[src/hw/rtl/rgbc_pkg.sv]
// ----------------------------------------------------------------------------
// rgbc_pkg
// Shared types and constants of the RGB 3x3 convolution block.
// ----------------------------------------------------------------------------
package rgbc_pkg;

  localparam int MaxWidth    = 1024;
  localparam int HeightLimit = 1024;
  localparam int ColW        = $clog2(MaxWidth);
  localparam int DimW        = 11;
  localparam int RowW        = 11;
  localparam int CountW      = 21;
  localparam int TotalW      = 2 * DimW;
  localparam int ChanW       = 8;
  localparam int PixW        = 3 * ChanW;
  localparam int SumW        = 13;
  localparam int BlurW       = 12;
  localparam int BlurProdW   = 24;
  localparam int BlurRecip   = 3641;
  localparam int BlurShift   = 15;
  localparam int CfgIdxW     = 2;
  localparam int CfgDataW    = 11;

  typedef enum logic [1:0] {
    KmSharpen = 2'd0,
    KmEmboss  = 2'd1,
    KmBlur    = 2'd2,
    KmEdge    = 2'd3
  } kernel_mode_e;

  typedef enum logic [CfgIdxW-1:0] {
    CfgKernelMode  = 2'd0,
    CfgMaxLevel    = 2'd1,
    CfgFrameWidth  = 2'd2,
    CfgFrameHeight = 2'd3
  } cfg_reg_e;

  typedef enum logic {
    OpPixel = 1'b0,
    OpDrain = 1'b1
  } op_e;

  typedef struct packed {
    op_e              op;
    logic [ChanW-1:0] in_red;
    logic [ChanW-1:0] in_green;
    logic [ChanW-1:0] in_blue;
  } in_item_t;

  typedef struct packed {
    logic [ChanW-1:0] out_red;
    logic [ChanW-1:0] out_green;
    logic [ChanW-1:0] out_blue;
    logic             frame_end;
  } out_item_t;

  // nine taps of one channel, index row * 3 + column
  typedef logic [8:0][ChanW-1:0] tap_win_t;

  typedef struct packed {
    logic [PixW-1:0] pix;
    logic [ColW-1:0] addr;
    logic            produce;
    logic            frame_end;
    logic [2:0]      row_ok;
    logic [2:0]      col_ok;
  } stage_t;

endpackage

[src/hw/rtl/rgbc_kernel.sv]
// ----------------------------------------------------------------------------
// rgbc_kernel
// One channel of the 3x3 kernel: weighted sum, blur divide and clamp.
// ----------------------------------------------------------------------------
module rgbc_kernel (
  input  rgbc_pkg::kernel_mode_e      mode_i,
  input  logic [rgbc_pkg::ChanW-1:0]  max_level_i,
  input  rgbc_pkg::tap_win_t          taps_i,
  output logic [rgbc_pkg::ChanW-1:0]  value_o
);
  import rgbc_pkg::*;

  logic signed [SumW-1:0]  s [9];
  logic signed [SumW-1:0]  sum;
  logic [BlurW-1:0]        blur_sum;
  logic [BlurProdW-1:0]    blur_prod;
  logic [ChanW-1:0]        blur_q;

  always_comb begin
    blur_sum = '0;
    for (int k = 0; k < 9; k++) begin
      s[k]     = signed'(SumW'(taps_i[k]));
      blur_sum = blur_sum + BlurW'(taps_i[k]);
    end
    blur_prod = BlurProdW'(blur_sum) * BlurProdW'(BlurRecip);
    blur_q    = blur_prod[BlurShift +: ChanW];

    unique case (mode_i)
      KmSharpen: sum = (s[4] <<< 2) + s[4] - s[1] - s[3] - s[5] - s[7];
      KmEmboss:  sum = (s[0] <<< 1) + s[1] + s[3] + s[4] - s[5] - s[7] - (s[8] <<< 1);
      KmBlur:    sum = signed'(SumW'(blur_q));
      KmEdge:    sum = s[0] + s[3] + s[6] - s[2] - s[5] - s[8];
    endcase

    if (sum < 0) begin
      value_o = '0;
    end else if (sum > signed'(SumW'(max_level_i))) begin
      value_o = max_level_i;
    end else begin
      value_o = sum[ChanW-1:0];
    end
  end

endmodule

[config.mk]
export PLATFORM = sky130hd
export DESIGN_NAME = rgbc_kernel
export DESIGN_NICKNAME = d
export VERILOG_FILES = /design/src/hw/rtl/rgbc_pkg.sv /design/src/hw/rtl/rgbc_kernel.sv
export SDC_FILE = /design/constraint.sdc
export NUM_CORES = 1
export LEC_CHECK = 0
export BUFFER_PORTS_ARGS = -buffer_cell sky130_fd_sc_hd__buf_2
export CAP_MARGIN = 30
export CELL_PAD_IN_SITES_DETAIL_PLACEMENT = 0
export CELL_PAD_IN_SITES_GLOBAL_PLACEMENT = 1
export CORE_UTILIZATION = 44
export DETAILED_ROUTE_END_ITERATION = 10
export PLACE_DENSITY_LB_ADDON = 0.3
export SLEW_MARGIN = 20
export SYNTH_ARGS = -nofsm -noshare
export SYNTH_HDL_FRONTEND = slang
export SYNTH_SLANG_ARGS = --single-unit
export TNS_END_PERCENT = 50
[constraint.sdc]
create_clock -name vclk -period 14.3
set_clock_uncertainty 0.1 [all_clocks]
set_input_delay 2.145 -clock vclk [all_inputs]
set_output_delay 2.145 -clock vclk [all_outputs]
set_load 0.05 [all_outputs]
==> results.cfg, run 1 <==
[final_layout]
drive_above_1_share_pct = 19.0
fillers = 1807
syn_to_final_growth_pct = 17.8
nets = 1502
regArea_um2 = 0
instances_no_fill = 1364
diodes = 0
design_area_mm2 = 0.0101
multi_input_area_mm2 = 0.00772
nFlopsAndLatches = 0
clkbuf_count = 0

[synth]
syn_inst = 948
synth_cell_types = 66
yosys-top-cells-count = 269 x inv_1, 162 x fa_1, 152 x ha_1
synth_most_common_cell = inv_1
yosys.area.top_type_share_pct = 37.9
synthesis.area_mm2 = 0.00856
synth_top_cell_by_area = fa_1
yosys_warnings = 0
netlist_top_cells_area = fa_1 38%, ha_1 22%, inv_1 12%
syn_area_per_cell_um2 = 9.03
synthesis.nets = 1344
yosysSeqAreaShare_pct = 0

[worst_setup_path]
end_kind = output pin
crit_fanout = 8
critPathMostFrequentCell = fa_1
worstSetupPathType = in2out
slowest_delay_ns = 0.55
critPathSlowestCell = fa_1
worstPathRequired_ns = 12.06
arrival_ns = 11.75
start_kind = input pin

[drt]
vias_per_cell = 4.93
drt_pre_antenna_iters = 5
vias = 6731
drc_errors = 0
postRouteAntennaNets = 0
wl_um = 21300
wl_per_cell_um = 15.6
drt_iter0_markers = 276

[global_routing]
grt_overflow = 0
grt.total_usage_pct = 22.5
grt_pass1_vias = 7051
grt_max_degree = 21
grt_pass1_wl_um = 35200
antenna_found_initial = 0

[timing]
finalCritPeriodShare_pct = 97.8
setup_violations = 0
timing.fmax_ghz = 0.0715
finalHoldViolCount = 0
tightest_slew_ns = 0.817
slew_violations = 0
relSlewSlack_pct = 45.1
min_period_ns = 13.99

[floorplan]
die_area_mm2 = 0.0200
die_w_um = 141
coreArea_mm2 = 0.0189
initial_core_util_pct = 45.3
die_height_um = 141
ioPinCount = 90
fp-row-count = 50

[flow_run]
drv_cap = 0

[placed_design]
place.gp.congestion = 0.865
io_buffers = 90
dpl-instance-area_mm2 = 0.00980
place_inst = 1358
place_hpwl_um = 19900

[cts]
hold_buffers = 0

[min_path]
hold_class = in2out

[run_status]
outcome = complete, no violations
## per-stage QoR
stage	setup slack [ns]	util [%]	setup TNS, ns	hold WS [ns]
floorplan	-0.199	-	-1.10	4.43
global placement	-0.122	51.9	-0.742	4.62
detailed placement	-0.176	51.9	-1.13	4.62
CTS	0.0381	52.1	0	4.58
global route	-0.0771	53.4	-0.551	4.60
finish	0.308	53.4	0	4.57
## cell usage in the layout, fill, tap and decap left out, drive strengths merged, types with 4 or more instances in the layout
cell type	count
o21ai	31
o21bai	5
nor2b	9
fa	162
xnor2	32
mux2i	5
a21o	26
a21oi	29
nand2	43
ha	152
nand4	6
a211oi	6
buf	160
a41oi	4
nor3	13
xor2	19
inv	271
o21a	15
nor2	32
o211ai	8
a31oi	4
nand3	12
nand2b	8
o31a	4
or3	6
## logic make-up (layout without fill, tap and decap cells)
| family | after synthesis | count (layout) | share of synthesized area (%) |
|---|---|---|---|
| xor gates and xnor gates | 51 | 51 | 5.22 |
| adders and majority gates | 314 | 314 | 60.1 |
| muxes | 7 | 7 | 1.11 |
| buffers and inverters | 276 | 432 | 12.2 |
| AOI/OAI and AO/OA | 157 | 157 | 12.9 |
| and+or+nand+nor | 143 | 143 | 8.45 |
## worst paths after layout
path,from,endpoint,cells past startpoint
worst max-delay path,taps_i[2],value_o[1],44
worst min-delay path,max_level_i[5],value_o[5],4
## repair_timing
action / CTS / global route
setup endpoints to repair: 8 / 8
resized for setup: 7 / 42
pin swaps: 4 / 32
gates cloned: 0 / 0
setup buffers: 2 / 4
## worst max-delay path, delay by kind of cell
kind | cells | cell delay [ns]
and+or+nand+nor | 6 | 1.25
AOI/OAI and AO/OA | 11 | 1.76
adders and majority gates | 13 | 5.03
buffers and inverters | 12 | 1.18
muxes | 1 | 0.20
xor gates and xnor gates | 1 | 0.16
## area by class of cell
class / instances / area share [%]
multi-input combinational: 672 / 76.6
timing repair buffer: 161 / 10.1
inverter: 271 / 10.1
tap: 260 / 3.23
## metal layers
layer / track usage [%] / share of wire (%)
met1: 31.8 / 47
met3: 0.641 / 2.6
met5: 0 / 0
met4: 0.170 / 0
met2: 41.0 / 51
Power of run 1 is left out: the tool's default activity adds up to more than one toggle a clock period on the data nets, which glitch-free logic cannot reach.
==> inputs of run 2 (changes only) <==
--- a/config.mk
+++ b/config.mk
@@ -11,7 +11,7 @@
 export CELL_PAD_IN_SITES_GLOBAL_PLACEMENT = 1
 export CORE_UTILIZATION = 44
 export DETAILED_ROUTE_END_ITERATION = 10
-export PLACE_DENSITY_LB_ADDON = 0.3
+export PLACE_DENSITY_LB_ADDON = 0.2
 export SLEW_MARGIN = 20
 export SYNTH_ARGS = -nofsm -noshare
 export SYNTH_HDL_FRONTEND = slang
==> results.cfg, run 2 (synthesis gave the netlist of run 1 again) <==
[worst_setup_path]
cp_num_buf_inv = 14
crit_fanout = 5
critPathMostFrequentCell = fa_1
start_kind = input pin
end_kind = output pin
worstSetupPathType = in2out
critPathSlowestCell = fa_1
worstPathRequired_ns = 12.06
crit_family = adder cells
arrival_ns = 11.67
slowest_delay_ns = 0.54

[final_layout]
layout_common_cells = 261 x inv_1, 160 x fa_1, 140 x ha_1
diodes = 0
final_common_cell = inv_1
multi_input_area_mm2 = 0.00780
syn_to_final_growth_pct = 17.3
fillers = 1841
regArea_um2 = 0
nets = 1486
clkbuf_count = 0
drive_above_1_share_pct = 19.1
nFlopsAndLatches = 0
design_area_mm2 = 0.0100

[floorplan]
initial_core_util_pct = 45.3
die_height_um = 141
ioPinCount = 90
coreArea_mm2 = 0.0189
die_w_um = 141
fp-row-count = 50
die_area_mm2 = 0.0200

[drt]
drt_pre_antenna_iters = 4
drc_errors = 0
vias = 6578
vias_per_cell = 4.88
wl_um = 21200
postRouteAntennaNets = 0
drt_iter0_markers = 229
wl_per_cell_um = 15.7

[run_status]
outcome = complete, no violations

[global_routing]
grt_max_degree = 21
grt_pass1_vias = 6949
grt.total_usage_pct = 22.6
grt_pass1_wl_um = 35300
grt_overflow = 0
antenna_found_initial = 0

[timing]
setup_violations = 0
tightest_slew_ns = 0.834
timing.fmax_ghz = 0.0718
setup_ws_ns = 0.381
finalHoldViolCount = 0
min_period_ns = 13.92
slew_violations = 0
finalCritPeriodShare_pct = 97.3
relSlewSlack_pct = 44.0

[min_path]
hold_class = in2out

[placed_design]
io_buffers = 90
place.gp.congestion = 0.848
dpl_worst_slack_ns = -0.258
dpl-instance-area_mm2 = 0.00969
place_hpwl_um = 19700

[flow_run]
drv_cap = 0
==> run 2: cell types whose count changed in the layout (fill, tap and decap cells not counted), sizes merged <==
cell  change
buf      -16
==> run 2: metal layers <==
metal | up-vias | global-route usage (%) | routed length, um
li1 | 3309 | - | -
met3 | 0 | 0.945 | 526
met5 | - | 0 | 0
met4 | 0 | 0 | 0
met1 | 3182 | 32.4 | 10200
met2 | 87 | 40.4 | 10500
==> run 2: worst paths after layout <==
kind,cells after the start,slack [ns],end,start
worst min-delay path,3,4.60,value_o[0],max_level_i[0]
worst max-delay path,48,0.38,value_o[2],taps_i[18]
==> run 2: worst min-delay path, stage by stage <==
cell and delay, ns:
buf_2 0.10, a31o_1 0.15, buf_6 0.16
==> run 2: layout make-up <==
type,instances,area share (%)
Multi-Input combinational cell,672,77.7
Inverter,271,10.1
Tap cell,260,3.24
Timing Repair Buffer,145,8.95
==> run 2: what timing repair did <==
action                                  CTS  global route
pin swaps                                 4            44
setup buffers                             1             5
endpoints found under the setup margin    8             8
hold buffers                              0             0
gates resized for setup                  14            47
==> run 2: per-stage QoR <==
step	TNS (ns)	hold WS, ns	cells	utilization (%)
final	0	4.60	1348	53.1
after CTS	0	4.60	1344	51.6
after detailed placement	-1.71	4.63	1343	51.3
after global routing	-0.387	4.61	1348	53.1
after global placement	-0.936	4.62	1343	51.3
after floorplan	-1.10	4.43	948	-
Power of run 2 is left out for the same reason.
